==> src/hw/rtl/psjs_pkg.sv <==
// ============================================================================
// psjs_pkg
// Shared widths, request codes and the payload, command and status types
// of the preemptive shortest-job scheduler.
// ============================================================================
`default_nettype none

package psjs_pkg;

    localparam int NUM_W = 16;
    localparam int LEN_W = 32;
    localparam int NOW_W = 32;

    localparam int QUEUE_DEPTH_DEF = 16;
    localparam int TIME_BITS_DEF   = 32;

    localparam logic REQ_ARRIVE   = 1'b0;
    localparam logic REQ_COMPLETE = 1'b1;

    typedef struct packed {
        logic             req_type;
        logic [NUM_W-1:0] job_number;
        logic [LEN_W-1:0] job_length;
        logic [NOW_W-1:0] now;
    } t_req;

    typedef struct packed {
        logic             accepted;
        logic             cancel_pending;
        logic             schedule_valid;
        logic [NOW_W-1:0] schedule_time;
        logic             done_valid;
        logic [NUM_W-1:0] done_number;
    } t_rsp;

    // controller -> datapath
    typedef struct packed {
        logic cap_req;     // latch request, clear result staging and index
        logic idx_inc;     // step the free-slot search
        logic wr_new;      // store arrival at the found slot
        logic start_new;   // arrival becomes the running job
        logic preempt_wb;  // charge elapsed time to the running job, write back
        logic retire;      // retire running job, restart scan
        logic scan_rd;     // read one slot of the scan
        logic start_best;  // best scanned job becomes the running job
        logic stop_run;    // table empty, nothing runs
        logic load_out;    // move staged result into output register
    } t_cmd;

    // datapath -> controller
    typedef struct packed {
        logic run_valid;
        logic slot_free;
        logic idx_last;
        logic key_before;
        logic best_any;
        logic out_free;
    } t_sts;

endpackage

`default_nettype wire

==> src/hw/rtl/psjs_req_if.sv <==
// ============================================================================
// psjs_req_if
// Request channel: valid/ready handshake with job arrival/completion payload.
// ============================================================================
`default_nettype none

interface psjs_req_if;
    logic                         valid;
    logic                         ready;
    logic                         req_type;
    logic [psjs_pkg::NUM_W-1:0]   job_number;
    logic [psjs_pkg::LEN_W-1:0]   job_length;
    logic [psjs_pkg::NOW_W-1:0]   now;

    modport source (output valid, req_type, job_number, job_length, now,
                    input ready);
    modport sink   (input valid, req_type, job_number, job_length, now,
                    output ready);
endinterface

`default_nettype wire

==> src/hw/rtl/psjs_rsp_if.sv <==
// ============================================================================
// psjs_rsp_if
// Result channel: valid/ready handshake with dispatch result payload.
// ============================================================================
`default_nettype none

interface psjs_rsp_if;
    logic                         valid;
    logic                         ready;
    logic                         accepted;
    logic                         cancel_pending;
    logic                         schedule_valid;
    logic [psjs_pkg::NOW_W-1:0]   schedule_time;
    logic                         done_valid;
    logic [psjs_pkg::NUM_W-1:0]   done_number;

    modport source (output valid, accepted, cancel_pending, schedule_valid,
                    schedule_time, done_valid, done_number, input ready);
    modport sink   (input valid, accepted, cancel_pending, schedule_valid,
                    schedule_time, done_valid, done_number, output ready);
endinterface

`default_nettype wire

==> src/hw/rtl/psjs_ram.sv <==
// ============================================================================
// psjs_ram
// Generic simple dual-port RAM: one write port, one read port, registered read.
// ============================================================================
`default_nettype none

module psjs_ram #(
    parameter int WIDTH = 8,
    parameter int DEPTH = 16
) (
    input  wire logic                     i_clk,
    input  wire logic                     i_we,
    input  wire logic [$clog2(DEPTH)-1:0] i_waddr,
    input  wire logic [WIDTH-1:0]         i_wdata,
    input  wire logic [$clog2(DEPTH)-1:0] i_raddr,
    output logic      [WIDTH-1:0]         o_rdata
);

    logic [WIDTH-1:0] r_mem [DEPTH];

    always_ff @(posedge i_clk) begin
        if (i_we) begin
            r_mem[i_waddr] <= i_wdata;
        end
        o_rdata <= r_mem[i_raddr];
    end

endmodule

`default_nettype wire

==> src/hw/rtl/psjs_ctrl.sv <==
// ============================================================================
// psjs_ctrl
// Sequencer of the scheduler: accepts one request, walks the free-slot
// search or the retire scan, and hands the staged result to the output.
// ============================================================================
`default_nettype none

module psjs_ctrl (
    input  wire logic            i_clk,
    input  wire logic            i_rst_n,
    input  wire logic            i_req_valid,
    input  wire logic            i_req_type,
    output logic                 o_req_ready,
    input  wire psjs_pkg::t_sts  i_sts,
    output psjs_pkg::t_cmd       o_cmd
);

    localparam logic [3:0] S_IDLE     = 4'd0;
    localparam logic [3:0] S_FIND     = 4'd1;
    localparam logic [3:0] S_ARR_WR   = 4'd2;
    localparam logic [3:0] S_PREEMPT  = 4'd3;
    localparam logic [3:0] S_RETIRE   = 4'd4;
    localparam logic [3:0] S_SCAN     = 4'd5;
    localparam logic [3:0] S_SCAN_END = 4'd6;
    localparam logic [3:0] S_PICK     = 4'd7;
    localparam logic [3:0] S_OUT      = 4'd8;

    logic [3:0] r_state;
    logic [3:0] n_state;

    always_ff @(posedge i_clk) begin
        if (!i_rst_n) begin
            r_state <= S_IDLE;
        end else begin
            r_state <= n_state;
        end
    end

    always_comb begin
        n_state     = r_state;
        o_cmd       = '0;
        o_req_ready = 1'b0;
        case (r_state)
            S_IDLE: begin
                o_req_ready = 1'b1;
                if (i_req_valid) begin
                    o_cmd.cap_req = 1'b1;
                    if (i_req_type == psjs_pkg::REQ_ARRIVE) begin
                        n_state = S_FIND;
                    end else if (i_sts.run_valid) begin
                        n_state = S_RETIRE;
                    end else begin
                        // completion while idle: all-zero result
                        n_state = S_OUT;
                    end
                end
            end
            S_FIND: begin
                if (i_sts.slot_free) begin
                    n_state = S_ARR_WR;
                end else if (i_sts.idx_last) begin
                    n_state = S_OUT;   // table full, rejected
                end else begin
                    o_cmd.idx_inc = 1'b1;
                end
            end
            S_ARR_WR: begin
                o_cmd.wr_new = 1'b1;
                if (!i_sts.run_valid) begin
                    o_cmd.start_new = 1'b1;
                    n_state = S_OUT;
                end else if (i_sts.key_before) begin
                    n_state = S_PREEMPT;
                end else begin
                    n_state = S_OUT;
                end
            end
            S_PREEMPT: begin
                o_cmd.preempt_wb = 1'b1;
                o_cmd.start_new  = 1'b1;
                n_state = S_OUT;
            end
            S_RETIRE: begin
                o_cmd.retire = 1'b1;
                n_state = S_SCAN;
            end
            S_SCAN: begin
                o_cmd.scan_rd = 1'b1;
                if (i_sts.idx_last) begin
                    n_state = S_SCAN_END;
                end
            end
            S_SCAN_END: begin
                // last read data is compared on this cycle
                n_state = S_PICK;
            end
            S_PICK: begin
                if (i_sts.best_any) begin
                    o_cmd.start_best = 1'b1;
                end else begin
                    o_cmd.stop_run = 1'b1;
                end
                n_state = S_OUT;
            end
            S_OUT: begin
                if (i_sts.out_free) begin
                    o_cmd.load_out = 1'b1;
                    n_state = S_IDLE;
                end
            end
            default: begin
                n_state = S_IDLE;
            end
        endcase
    end

endmodule

`default_nettype wire

==> src/hw/rtl/psjs_dp.sv <==
// ============================================================================
// psjs_dp
// Datapath of the scheduler: job table (valid flags plus RAM), running-job
// registers, best-candidate tracking for the retire scan, output register.
// ============================================================================
`default_nettype none

module psjs_dp #(
    parameter int QUEUE_DEPTH = psjs_pkg::QUEUE_DEPTH_DEF,
    parameter int TIME_BITS   = psjs_pkg::TIME_BITS_DEF
) (
    input  wire logic            i_clk,
    input  wire logic            i_rst_n,
    input  wire psjs_pkg::t_req  i_req_data,
    input  wire psjs_pkg::t_cmd  i_cmd,
    output psjs_pkg::t_sts       o_sts,
    output logic                 o_rsp_valid,
    output psjs_pkg::t_rsp       o_rsp_data,
    input  wire logic            i_rsp_ready
);

    localparam int IW     = $clog2(QUEUE_DEPTH);
    localparam int WORD_W = psjs_pkg::NUM_W + psjs_pkg::LEN_W + TIME_BITS;

    function automatic logic key_before(
        input logic [psjs_pkg::LEN_W-1:0] len_a,
        input logic [psjs_pkg::NUM_W-1:0] num_a,
        input logic [psjs_pkg::LEN_W-1:0] len_b,
        input logic [psjs_pkg::NUM_W-1:0] num_b
    );
        logic res;
        if (len_a != len_b) begin
            res = len_a < len_b;
        end else begin
            res = num_a < num_b;
        end
        return res;
    endfunction

    psjs_pkg::t_req r_req;
    psjs_pkg::t_rsp r_stg;

    logic [QUEUE_DEPTH-1:0] r_valid;
    logic [IW-1:0]          r_idx;

    logic                       r_run_valid;
    logic [IW-1:0]              r_run_slot;
    logic [psjs_pkg::LEN_W-1:0] r_run_len;
    logic [psjs_pkg::NUM_W-1:0] r_run_num;
    logic [TIME_BITS-1:0]       r_run_rem;
    logic [TIME_BITS-1:0]       r_start;
    logic [TIME_BITS-1:0]       r_elapsed;

    logic                       r_pend;
    logic [IW-1:0]              r_pend_idx;
    logic                       r_best_any;
    logic [IW-1:0]              r_best_idx;
    logic [psjs_pkg::LEN_W-1:0] r_best_len;
    logic [psjs_pkg::NUM_W-1:0] r_best_num;
    logic [TIME_BITS-1:0]       r_best_rem;

    logic                       r_out_valid;
    psjs_pkg::t_rsp             r_out;

    logic [TIME_BITS-1:0]       now_t;
    logic [TIME_BITS-1:0]       rem_new;
    logic [TIME_BITS-1:0]       wb_rem;
    logic [TIME_BITS-1:0]       sched_new;
    logic [TIME_BITS-1:0]       sched_best;
    logic                       ram_we;
    logic [IW-1:0]              ram_waddr;
    logic [WORD_W-1:0]          ram_wdata;
    logic [WORD_W-1:0]          ram_rdata;
    logic [psjs_pkg::NUM_W-1:0] rd_num;
    logic [psjs_pkg::LEN_W-1:0] rd_len;
    logic [TIME_BITS-1:0]       rd_rem;
    logic                       take_rd;

    assign now_t   = TIME_BITS'(r_req.now);
    assign rem_new = TIME_BITS'(r_req.job_length);
    assign wb_rem  = (r_run_rem > r_elapsed) ? (r_run_rem - r_elapsed) : '0;

    // completion times wrap at the time width
    assign sched_new  = now_t + rem_new;
    assign sched_best = now_t + r_best_rem;

    assign ram_we    = i_cmd.wr_new | i_cmd.preempt_wb;
    assign ram_waddr = i_cmd.wr_new ? r_idx : r_run_slot;
    assign ram_wdata = i_cmd.wr_new ? {r_req.job_number, r_req.job_length, rem_new}
                                    : {r_run_num, r_run_len, wb_rem};

    psjs_ram #(
        .WIDTH (WORD_W),
        .DEPTH (QUEUE_DEPTH)
    ) u_table (
        .i_clk   (i_clk),
        .i_we    (ram_we),
        .i_waddr (ram_waddr),
        .i_wdata (ram_wdata),
        .i_raddr (r_idx),
        .o_rdata (ram_rdata)
    );

    assign rd_num  = ram_rdata[WORD_W-1 -: psjs_pkg::NUM_W];
    assign rd_len  = ram_rdata[TIME_BITS +: psjs_pkg::LEN_W];
    assign rd_rem  = ram_rdata[TIME_BITS-1:0];
    // ascending scan with strict compare: ties stay with the lower slot
    assign take_rd = r_pend
                   & (~r_best_any | key_before(rd_len, rd_num, r_best_len, r_best_num));

    assign o_sts.run_valid  = r_run_valid;
    assign o_sts.slot_free  = ~r_valid[r_idx];
    assign o_sts.idx_last   = (r_idx == IW'(QUEUE_DEPTH - 1));
    assign o_sts.key_before = key_before(r_req.job_length, r_req.job_number,
                                         r_run_len, r_run_num);
    assign o_sts.best_any   = r_best_any;
    assign o_sts.out_free   = ~r_out_valid | i_rsp_ready;

    assign o_rsp_valid = r_out_valid;
    assign o_rsp_data  = r_out;

    // control state
    always_ff @(posedge i_clk) begin
        if (!i_rst_n) begin
            r_valid     <= '0;
            r_idx       <= '0;
            r_run_valid <= 1'b0;
            r_run_slot  <= '0;
            r_start     <= '0;
            r_pend      <= 1'b0;
            r_best_any  <= 1'b0;
            r_out_valid <= 1'b0;
        end else begin
            if (i_cmd.cap_req || i_cmd.retire) begin
                r_idx <= '0;
            end else if (i_cmd.idx_inc || i_cmd.scan_rd) begin
                r_idx <= r_idx + 1'b1;
            end

            if (i_cmd.wr_new) begin
                r_valid[r_idx] <= 1'b1;
            end
            if (i_cmd.retire) begin
                r_valid[r_run_slot] <= 1'b0;
            end

            if (i_cmd.start_new) begin
                r_run_valid <= 1'b1;
                r_run_slot  <= r_idx;
                r_start     <= now_t;
            end else if (i_cmd.start_best) begin
                r_run_slot  <= r_best_idx;
                r_start     <= now_t;
            end else if (i_cmd.stop_run) begin
                r_run_valid <= 1'b0;
            end

            r_pend <= i_cmd.scan_rd & r_valid[r_idx];

            if (i_cmd.retire) begin
                r_best_any <= 1'b0;
            end else if (take_rd) begin
                r_best_any <= 1'b1;
            end

            if (i_cmd.load_out) begin
                r_out_valid <= 1'b1;
            end else if (i_rsp_ready) begin
                r_out_valid <= 1'b0;
            end
        end
    end

    // payload
    always_ff @(posedge i_clk) begin
        if (i_cmd.cap_req) begin
            r_req <= i_req_data;
            r_stg <= '0;
        end else begin
            if (i_cmd.wr_new) begin
                r_stg.accepted <= 1'b1;
            end
            if (i_cmd.preempt_wb) begin
                r_stg.cancel_pending <= 1'b1;
            end
            if (i_cmd.start_new) begin
                r_stg.schedule_valid <= 1'b1;
                r_stg.schedule_time  <= psjs_pkg::NOW_W'(sched_new);
            end else if (i_cmd.start_best) begin
                r_stg.schedule_valid <= 1'b1;
                r_stg.schedule_time  <= psjs_pkg::NOW_W'(sched_best);
            end
            if (i_cmd.retire) begin
                r_stg.done_valid  <= 1'b1;
                r_stg.done_number <= r_run_num;
            end
        end

        if (i_cmd.wr_new) begin
            r_elapsed <= (now_t >= r_start) ? (now_t - r_start) : '0;
        end

        if (i_cmd.start_new) begin
            r_run_len <= r_req.job_length;
            r_run_num <= r_req.job_number;
            r_run_rem <= rem_new;
        end else if (i_cmd.start_best) begin
            r_run_len <= r_best_len;
            r_run_num <= r_best_num;
            r_run_rem <= r_best_rem;
        end

        if (i_cmd.scan_rd) begin
            r_pend_idx <= r_idx;
        end
        if (take_rd) begin
            r_best_idx <= r_pend_idx;
            r_best_len <= rd_len;
            r_best_num <= rd_num;
            r_best_rem <= rd_rem;
        end

        if (i_cmd.load_out) begin
            r_out <= r_stg;
        end
    end

endmodule

`default_nettype wire

==> src/hw/rtl/preemptive_shortest_job_scheduler.sv <==
// ============================================================================
// preemptive_shortest_job_scheduler
// Preemptive shortest-job-first dispatcher over a bounded job table.
//
//  channel | dir | handshake                 | payload
//  --------+-----+---------------------------+----------------------------------
//  i_req   | in  | i_req.valid / i_req.ready | req_type, job_number, job_length,
//          |     |                           | now
//  o_rsp   | out | o_rsp.valid / o_rsp.ready | accepted, cancel_pending,
//          |     |                           | schedule_valid, schedule_time,
//          |     |                           | done_valid, done_number
//
// One request at a time. An arrival runs the free-slot search one slot per
// cycle, then stores the job and, if it preempts, writes back the running job;
// a completion retires the running job, scans the table one RAM entry per
// cycle and picks the best job, or goes straight to the output when nothing is
// running. A full output register adds its wait on o_rsp.ready. i_req.ready is
// high only when no request is in progress; a result waiting in the output
// register does not hold off the next request, only the delivery of the following
// result. Reset is synchronous, active low, and empties the table at once.
// ============================================================================
`default_nettype none

module preemptive_shortest_job_scheduler #(
    parameter int QUEUE_DEPTH = psjs_pkg::QUEUE_DEPTH_DEF,
    parameter int TIME_BITS   = psjs_pkg::TIME_BITS_DEF
) (
    input  wire logic   i_clk,
    input  wire logic   i_rst_n,
    psjs_req_if.sink    i_req,
    psjs_rsp_if.source  o_rsp
);

    psjs_pkg::t_req w_req_data;
    psjs_pkg::t_rsp w_rsp_data;
    psjs_pkg::t_cmd w_cmd;
    psjs_pkg::t_sts w_sts;
    logic           w_req_ready;
    logic           w_rsp_valid;

    assign w_req_data.req_type   = i_req.req_type;
    assign w_req_data.job_number = i_req.job_number;
    assign w_req_data.job_length = i_req.job_length;
    assign w_req_data.now        = i_req.now;
    assign i_req.ready           = w_req_ready;

    assign o_rsp.valid          = w_rsp_valid;
    assign o_rsp.accepted       = w_rsp_data.accepted;
    assign o_rsp.cancel_pending = w_rsp_data.cancel_pending;
    assign o_rsp.schedule_valid = w_rsp_data.schedule_valid;
    assign o_rsp.schedule_time  = w_rsp_data.schedule_time;
    assign o_rsp.done_valid     = w_rsp_data.done_valid;
    assign o_rsp.done_number    = w_rsp_data.done_number;

    psjs_ctrl u_ctrl (
        .i_clk       (i_clk),
        .i_rst_n     (i_rst_n),
        .i_req_valid (i_req.valid),
        .i_req_type  (i_req.req_type),
        .o_req_ready (w_req_ready),
        .i_sts       (w_sts),
        .o_cmd       (w_cmd)
    );

    psjs_dp #(
        .QUEUE_DEPTH (QUEUE_DEPTH),
        .TIME_BITS   (TIME_BITS)
    ) u_dp (
        .i_clk       (i_clk),
        .i_rst_n     (i_rst_n),
        .i_req_data  (w_req_data),
        .i_cmd       (w_cmd),
        .o_sts       (w_sts),
        .o_rsp_valid (w_rsp_valid),
        .o_rsp_data  (w_rsp_data),
        .i_rsp_ready (o_rsp.ready)
    );

endmodule

`default_nettype wire

==> src/flat_wrapper.sv <==
// flat-port wrapper written by rule: the top's interface ports become plain ports
module preemptive_shortest_job_scheduler_flat 
#(
    parameter int QUEUE_DEPTH = psjs_pkg::QUEUE_DEPTH_DEF,
    parameter int TIME_BITS   = psjs_pkg::TIME_BITS_DEF
)
  (i_clk, i_rst_n, i_req_valid, i_req_req_type, i_req_job_number, i_req_job_length, i_req_now, i_req_ready, o_rsp_valid, o_rsp_accepted, o_rsp_cancel_pending, o_rsp_schedule_valid, o_rsp_schedule_time, o_rsp_done_valid, o_rsp_done_number, o_rsp_ready);
  psjs_req_if i_req_i ();
  psjs_rsp_if o_rsp_i ();
  input  wire logic i_clk;
  input  wire logic i_rst_n;
  input wire logic [$bits(i_req_i.valid)-1:0] i_req_valid;
  input wire logic [$bits(i_req_i.req_type)-1:0] i_req_req_type;
  input wire logic [$bits(i_req_i.job_number)-1:0] i_req_job_number;
  input wire logic [$bits(i_req_i.job_length)-1:0] i_req_job_length;
  input wire logic [$bits(i_req_i.now)-1:0] i_req_now;
  output wire logic [$bits(i_req_i.ready)-1:0] i_req_ready;
  output wire logic [$bits(o_rsp_i.valid)-1:0] o_rsp_valid;
  output wire logic [$bits(o_rsp_i.accepted)-1:0] o_rsp_accepted;
  output wire logic [$bits(o_rsp_i.cancel_pending)-1:0] o_rsp_cancel_pending;
  output wire logic [$bits(o_rsp_i.schedule_valid)-1:0] o_rsp_schedule_valid;
  output wire logic [$bits(o_rsp_i.schedule_time)-1:0] o_rsp_schedule_time;
  output wire logic [$bits(o_rsp_i.done_valid)-1:0] o_rsp_done_valid;
  output wire logic [$bits(o_rsp_i.done_number)-1:0] o_rsp_done_number;
  input wire logic [$bits(o_rsp_i.ready)-1:0] o_rsp_ready;
  assign i_req_i.valid = i_req_valid;
  assign i_req_i.req_type = i_req_req_type;
  assign i_req_i.job_number = i_req_job_number;
  assign i_req_i.job_length = i_req_job_length;
  assign i_req_i.now = i_req_now;
  assign i_req_ready = i_req_i.ready;
  assign o_rsp_valid = o_rsp_i.valid;
  assign o_rsp_accepted = o_rsp_i.accepted;
  assign o_rsp_cancel_pending = o_rsp_i.cancel_pending;
  assign o_rsp_schedule_valid = o_rsp_i.schedule_valid;
  assign o_rsp_schedule_time = o_rsp_i.schedule_time;
  assign o_rsp_done_valid = o_rsp_i.done_valid;
  assign o_rsp_done_number = o_rsp_i.done_number;
  assign o_rsp_i.ready = o_rsp_ready;
  preemptive_shortest_job_scheduler #(.QUEUE_DEPTH(QUEUE_DEPTH), .TIME_BITS(TIME_BITS)) u_core (.i_clk(i_clk), .i_rst_n(i_rst_n), .i_req(i_req_i), .o_rsp(o_rsp_i));
endmodule
==> config.mk <==
export PLATFORM = sky130hd
export DESIGN_NAME = preemptive_shortest_job_scheduler_flat
export DESIGN_NICKNAME = d
export VERILOG_FILES = /design/src/hw/rtl/psjs_pkg.sv /design/src/hw/rtl/psjs_req_if.sv /design/src/hw/rtl/psjs_rsp_if.sv /design/src/hw/rtl/psjs_ram.sv /design/src/hw/rtl/psjs_ctrl.sv /design/src/hw/rtl/psjs_dp.sv /design/src/hw/rtl/preemptive_shortest_job_scheduler.sv /design/src/flat_wrapper.sv
export SDC_FILE = /design/constraint.sdc
export NUM_CORES = 2
export LEC_CHECK = 0
export BUFFER_PORTS_ARGS = -buffer_cell sky130_fd_sc_hd__buf_2
export CORE_MARGIN = 2
export CORE_UTILIZATION = 30
export DETAILED_ROUTE_END_ITERATION = 8
export GPL_ROUTABILITY_DRIVEN = 0
export PLACE_DENSITY_LB_ADDON = 0.2
export SETUP_SLACK_MARGIN = 0.02
export SLEW_MARGIN = 20
export SYNTH_ARGS = -nofsm -noshare
export SYNTH_HDL_FRONTEND = slang
export SYNTH_SLANG_ARGS = --single-unit
==> constraint.sdc <==
create_clock -name i_clk -period 9.5 [get_ports i_clk]
set_clock_uncertainty 0.1 [all_clocks]
set_input_delay 0.475 -clock i_clk [delete_from_list [all_inputs] [get_ports i_clk]]
set_output_delay 0.475 -clock i_clk [all_outputs]
set_load 0.03 [all_outputs]
## Yosys cells after proc, flatten, opt, wreduce, memory -nomap -nowiden

Memory sizes are Yosys's and may differ from the RTL's. A register that Yosys moved wholly into a read port is not among the register bits.
Index checks and enable logic that the tools add are counted.

| word-level totals | value |
|---|---|
| bits in registers | 448 |
| latch bits | 0 |
| RAM bits | 1280 |
| bits in read-only memories | 0 |
| input port bits | 85 |
| output and inout bits | 54 |
| logic and storage cells | 149 |
| memories kept | 1 |

| operators by class | value |
|---|---|
| $add $sub $neg | 5 |
| $mul | 0 |
| div/mod/pow operators | 0 |
| $lt $le $gt $ge | 10 |
| eq/ne operators | 16 |
| shifts and indexed selects | 0 |
| muxes and demuxes | 60 |
| bitwise gates (word level) | 11 |
| reduce and logical (&&, ||, !) cells | 13 |

Memories:

| memory | words | bits a word | read ports | clocked after Yosys merged registers in | wr ports | RTL line | source |
|---|---|---|---|---|---|---|---|
| u_core.u_dp.u_table.r_mem | 16 | 80 | 1 | 1 | 1 | psjs_ram.sv:19 | `logic [WIDTH-1:0] r_mem [DEPTH];` |

Operators with widths:

| cell | number |
|---|---|
| 32-bit two-way mux | 7 |
| 16-bit two-way mux | 5 |
| 80-bit two-way mux | 1 |
| 33-bit two-way mux | 2 |
| 32-bit adder | 2 |
| 32-bit < comparator | 2 |
| 32-bit inequality test | 2 |
| 32-bit subtractor | 2 |
| 4-bit two-way mux | 12 |
| 32-bit >= comparator | 1 |
| 32-bit greater-than comparator | 1 |
| 16-bit < comparator | 2 |
| 4-bit case mux with 8 select lines | 1 |
| 1-bit two-way mux | 27 |
| 16-bit AND | 1 |
| 4-bit by 3-bit == test with 1-bit output (second input constant) | 4 |
| 16-bit NOT | 1 |
| 16-bit OR | 1 |
| 4-bit by 5-bit < comparator with 1-bit output (second input constant) | 2 |
| 1-bit demux with 4-bit select | 2 |
| 4-bit by 2-bit == test with 1-bit output (second input constant) | 2 |
| 4-bit == test (second input constant) | 2 |
| 4-bit by 1-bit >= comparator with 1-bit output (second input constant) | 2 |
| 2-bit inequality test (second input constant) | 3 |
| 17 further kinds | 28 |

## Logic depth before layout (Yosys ltp)

| logic depth | value |
|---|---|
| depth after elaboration | 9 |
| gate-level depth with buffers | 19 |

## Modules after synthesis

Synthesis repeated with hierarchy kept, for this count alone.

| unflattened totals | value |
|---|---|
| cell total of the unflattened synthesis | 4404 |
| area, all modules | 73518.0 µm² |

By module, submodules not included:

| module | times used | cells an instance | area an instance (µm²) | seq. area each (µm²) |
|---|---|---|---|---|
| psjs_ram | 1 | 2054 | 49422.4 | 40038.4 |
| psjs_dp | 1 | 2290 | 23658.9 | 12211.7 |
| psjs_ctrl | 1 | 60 | 436.7 | 80.1 |

## Least setup slack after synthesis

Ideal clock, no wire load.

| timing path | value |
|---|---|
| kind | register to register |
| start point | reg u_core.u_dp.r_best_len[1] in the netlist's numbering |
| end point | reg u_core.u_dp.r_best_idx[0], enable pin |
| library setup time | 0.655 ns |
| arrival time | 7.867 ns |
| slack | 0.877 ns |
| cell stages (with the launch flop) | 12 |
| path through | edfxtp_1 > inv_1 > ha_1 > nor2b_1 > o21a_1 > o21a_1 > o21ai_0 > a21oi_1 > or3_1 > a21oi_1 > o21ai_0 > a21boi_0 |

| between the ends | value |
|---|---|
| word-level cells in the longest chain between the ends | 4 |
| elaborated cells between the ends (all ways) | 5 |
| classes of those cells | 1 x order compare; 1 x eq/ne; 1 x mux; 2 x bitwise |

RTL lines:

| what | RTL line | source |
|---|---|---|
| start, declared | psjs_dp.sv:58 | `logic [psjs_pkg::LEN_W-1:0] r_best_len;` |
| start signal, assigned | psjs_dp.sv:218 | `r_best_len <= rd_len;` |
| 32-bit < comparator / 32-bit inequality test (equally long branches) | psjs_dp.sv:33, psjs_dp.sv:32 |  |
| 1-bit two-way mux * | psjs_dp.sv:32 | `if (len_a != len_b) begin` |
| 1-bit OR * | psjs_dp.sv:109 | `& (~r_best_any \| key_before(rd_len, rd_num, r_best_len, r_best_num));` |
| 1-bit AND * | psjs_dp.sv:109 |  |
| named net u_core.u_dp.take_rd | psjs_dp.sv:77 | `logic take_rd;` |
| end signal, assigned | psjs_dp.sv:217 | `r_best_idx <= r_pend_idx;` |
| end, declared | psjs_dp.sv:57 | `logic [IW-1:0] r_best_idx;` |

The timed path passes the listed nets; every way through them passes the cells marked *.
A chain may end at the register's enable or synchronous reset.

## Final worst setup path

| timing path | value |
|---|---|
| start point | reg u_core.u_ctrl.r_state[1] |
| end point | reg u_core.u_dp.r_stg[48] in the netlist's numbering |

| between the ends | value |
|---|---|
| word-level cells in the longest chain between the ends | 3 |
| elaborated cells between the ends (all ways) | 9 |
| classes of those cells | 3 x eq/ne; 4 x mux; 2 x reduce/logical |

RTL lines:

| what | RTL line | source |
|---|---|---|
| start, declared | psjs_ctrl.sv:28 | `logic [3:0] r_state;` |
| start signal, assigned | psjs_ctrl.sv:35 | `r_state <= n_state;` |
| 4-bit by 2-bit == test with 1-bit output / 4-bit by 3-bit == test with 1-bit output (equally long branches) | psjs_ctrl.sv:43 | `case (r_state)` |
| 1-bit case mux with 2 select lines / 2-bit two-way mux (equally long branches) | psjs_ctrl.sv:43 |  |
| 33-bit two-way mux / 2-bit nonzero test (equally long branches) | - |  |
| end, declared | psjs_dp.sv:41 | `psjs_pkg::t_rsp r_stg;` |

Several ways; a longest one is shown, not always the timed one.

==> results.cfg <==
[run_status]
outcome = completed

[global_route]
grt_pass1_vias = 39300
antenna_found_initial = 9
grt_start_max_net_pins = 113
globalRouteOverflowTotal = 0
grt_pass1_wl_um = 293000
grtUsageTotal = 0.165
met3_usage = 0.0249
grt_util_met1 = 0.248
gr-max-usage-layer = met2
grtUsageMet2 = 0.251

[logic_synthesis]
synth_fp_nets = 4461
synthTopCellsByArea = edfxtp_1 66%, mux4_2 13%, dfxtp_1 5.4%
ys_seq_area_frac = 0.718
synthCells = 4180
ys.flop_type = edfxtp_1
synth_edf_count = 1612
syn-cell-area_sq_um = 72900
ys_ff_latch = 1808
avgSynthCellArea_sq_um = 17.4
synth_top_cell_by_area = edfxtp_1
async_reset_ff_frac = 0
synth.distinct_cells = 76
synth_warnings = 0
post-synth-top-area-fraction = 0.664

[layout]
drive_above_1_share = 0.217
fin_nets = 4805
regArea_sq_um = 52300
layout_commonest_cell = edfxtp_1
final_util = 0.355
mostFrequentLayoutCells = 1612 x edfxtp_1, 405 x mux4_2, 381 x nand2_1
syn_to_final_growth_pct = 17.4
stdcell_area_sq_um = 85500
multi_input_area_sq_um = 19400
final.fill_count = 22800

[die]
die_y_um = 497
row_count = 180
start_util = 0.302
dieArea_sq_um = 247000
core-area_sq_um = 241000
io_pins = 139
die_w_um = 497

[route]
drt-initial-drc-count = 3924
via_count = 39100
drc_errors = 0
first_pass_iters = 7
viasPerCell = 4.96
post_drt_wl_per_cell_um = 26.1
drtAntennaViolNets = 0
routed_wl_um = 206000

[pwr]
leakagePower_nw = 28.0
power_density_nw_per_um2 = 212
p_sw_mw = 4.29
switching_share = 0.237
p_int_mw = 13.8
total_power_mw = 18.1
p_clk_frac = 0.429
sequentialPowerShare = 0.502
combinationalPowerShare = 0.069
peakVddDrop_v = 0.000185

[clock_network]
h-tree-depth = 4
cts-resized-gates = 0
clock_latency_ns = 0.86
cts_root_buf = clkbuf_16
clkTransAtPathRegs_ns = 0.06
clk_path_buf_depth = 3
hold_buffers = 84
cts.sinks = 1808
cts_tree = yes
postCtsSetupRepairBufs = 0
cts_made_buffers = 196

[worst_hold_path]
hold_class = in2reg

[timing]
tightestPinTransition_ns = 1.10
min_period_ns = 5.27
setup_tns_ns = 0
rsz0062_at_grt = false
finalHoldViolCount = 0
relSlewSlack = 0.263
setup_violations = 0
slew_viol_final = 0
fmax_mhz = 190
timing.final.ws_setup_ns = 4.23
fin_crit_sh = 0.554

[setup_path]
path_max_fanout = 48
path_class = reg2reg
startpoint_type = register
worst_ep_required_time_ns = 10.15
end_kind = register
worstPathArrival_ns = 5.91

[placement]
hpwl_um = 118000
dpl_cell_area_sq_um = 78000
numPortBuffers = 138
pre_cts_ws_ns = 4.23

[job]
max-cap-violations = 0
[path summary, 6_finish.rpt]
kind	startpoint	endpoint	slack, ns	cells past startpoint
setup / recovery	u_core.u_ctrl.r_state[1]	u_core.u_dp.r_stg[48]	4.23	16
hold / removal	i_req_valid	u_core.u_ctrl.r_state[2]	0.10	5
setup reg to reg	u_core.u_ctrl.r_state[1]	u_core.u_dp.r_stg[48]	4.23	16
hold reg to reg	u_core.u_dp.u_table.o_rdata[19]	u_core.u_dp.r_best_rem[19]	0.28	0
[area by class of cell]
class,count,area share
antenna,2,0.0000585
clock inverter,96,0.0128
inverter,193,0.00864
multi-input combinational,2007,0.226
tap,3185,0.0466
sequential,1808,0.612
timing repair buffer,318,0.0286
clock buffer,272,0.0651
[flip-flops by register name (all words and copies together), names as in the netlist, 32 cells and up]
name,count
u_core.u_dp.r_elapsed,32
u_core.u_dp.rem_new,32
u_core.u_dp.r_best_len,32
u_core.u_dp.now_t,32
u_core.u_dp.r_start,32
u_core.u_dp.r_best_rem,32
u_core.u_dp.r_run_rem,32
u_core.u_dp.u_table.r_mem,1280
u_core.u_dp.u_table.o_rdata,80
u_core.u_dp.r_stg,52
u_core.u_dp.r_run_len,32
u_core.u_dp.o_rsp_data,52
[power by group through the flow]
stage | combinational, mW | clock (mW) | sequential (mW)
floorplan | 0.750 | 0 | 9.19
global placement | 1.22 | 0 | 9.26
detailed placement | 1.22 | 0 | 9.25
CTS | 1.26 | 7.96 | 9.09
global route | 1.39 | 8.26 | 9.10
finish | 1.26 | 7.77 | 9.09
[Yosys cell counts, types with 4 or more instances]
master / instances
nor2b_1: 21
nor4_1: 6
o21ai_0: 168
o211ai_1: 6
and2_1: 8
or2_2: 4
xor2_1: 40
nand3_1: 41
a21boi_0: 5
a211o_1: 4
a22oi_1: 6
ha_1: 193
dfxtp_1: 196
nand2b_1: 13
clkbuf_1: 113
mux4_2: 405
nand2_1: 381
nor2_1: 132
a311oi_1: 4
o21bai_1: 5
a211oi_1: 15
nand4_1: 26
a21o_1: 62
o21a_1: 24
buf_2: 29
a31oi_1: 27
nor3b_1: 6
a21oi_2: 4
xnor2_1: 44
o22ai_1: 4
buf_1: 26
a21oi_1: 186
nor3_1: 33
or3_1: 8
and3_1: 15
o21ai_1: 54
edfxtp_1: 1612
o31ai_1: 8
inv_1: 190
[cell families after synthesis]
logic type	share of synthesized area
xor+xnor	0.0101
buf+inv	0.0196
simple gates	0.0424
fa+ha+maj	0.0340
flops	0.718
compound gates	0.0503
mux	0.125
[stage by stage]
stage,hold WS (ns),std cells
6_report,0.104,7881
3_3_place_gp,0.290,7425
4_1_cts,0.0210,7879
3_5_place_dp,0.289,7427
5_1_grt,0.107,7880
2_1_floorplan,0.286,4180
[layer usage]
layer  vias to the layer above  routed length (um)
met1                     20500               98000
met3                       265               11200
met5                         -                   0
li1                      17200                   -
met4                         0                4550
met2                      1134               91900
[worst max-delay path: stages (launching register included)]
cell,delay [ns]
dfxtp_1,0.50
inv_2,0.13
or3_1,0.44
a21oi_4,0.71
buf_4,0.56
nand2_1,0.13
nand2_1,0.20
ha_1,0.27
nand2_1,0.12
nor2_1,0.18
nor4bb_1,0.59
and2_1,0.24
a21oi_1,0.09
o21ai_1,0.26
a41o_1,0.24
o211ai_1,0.11
a2bb2o_4,0.23
(Power assumes the default switching activity.)
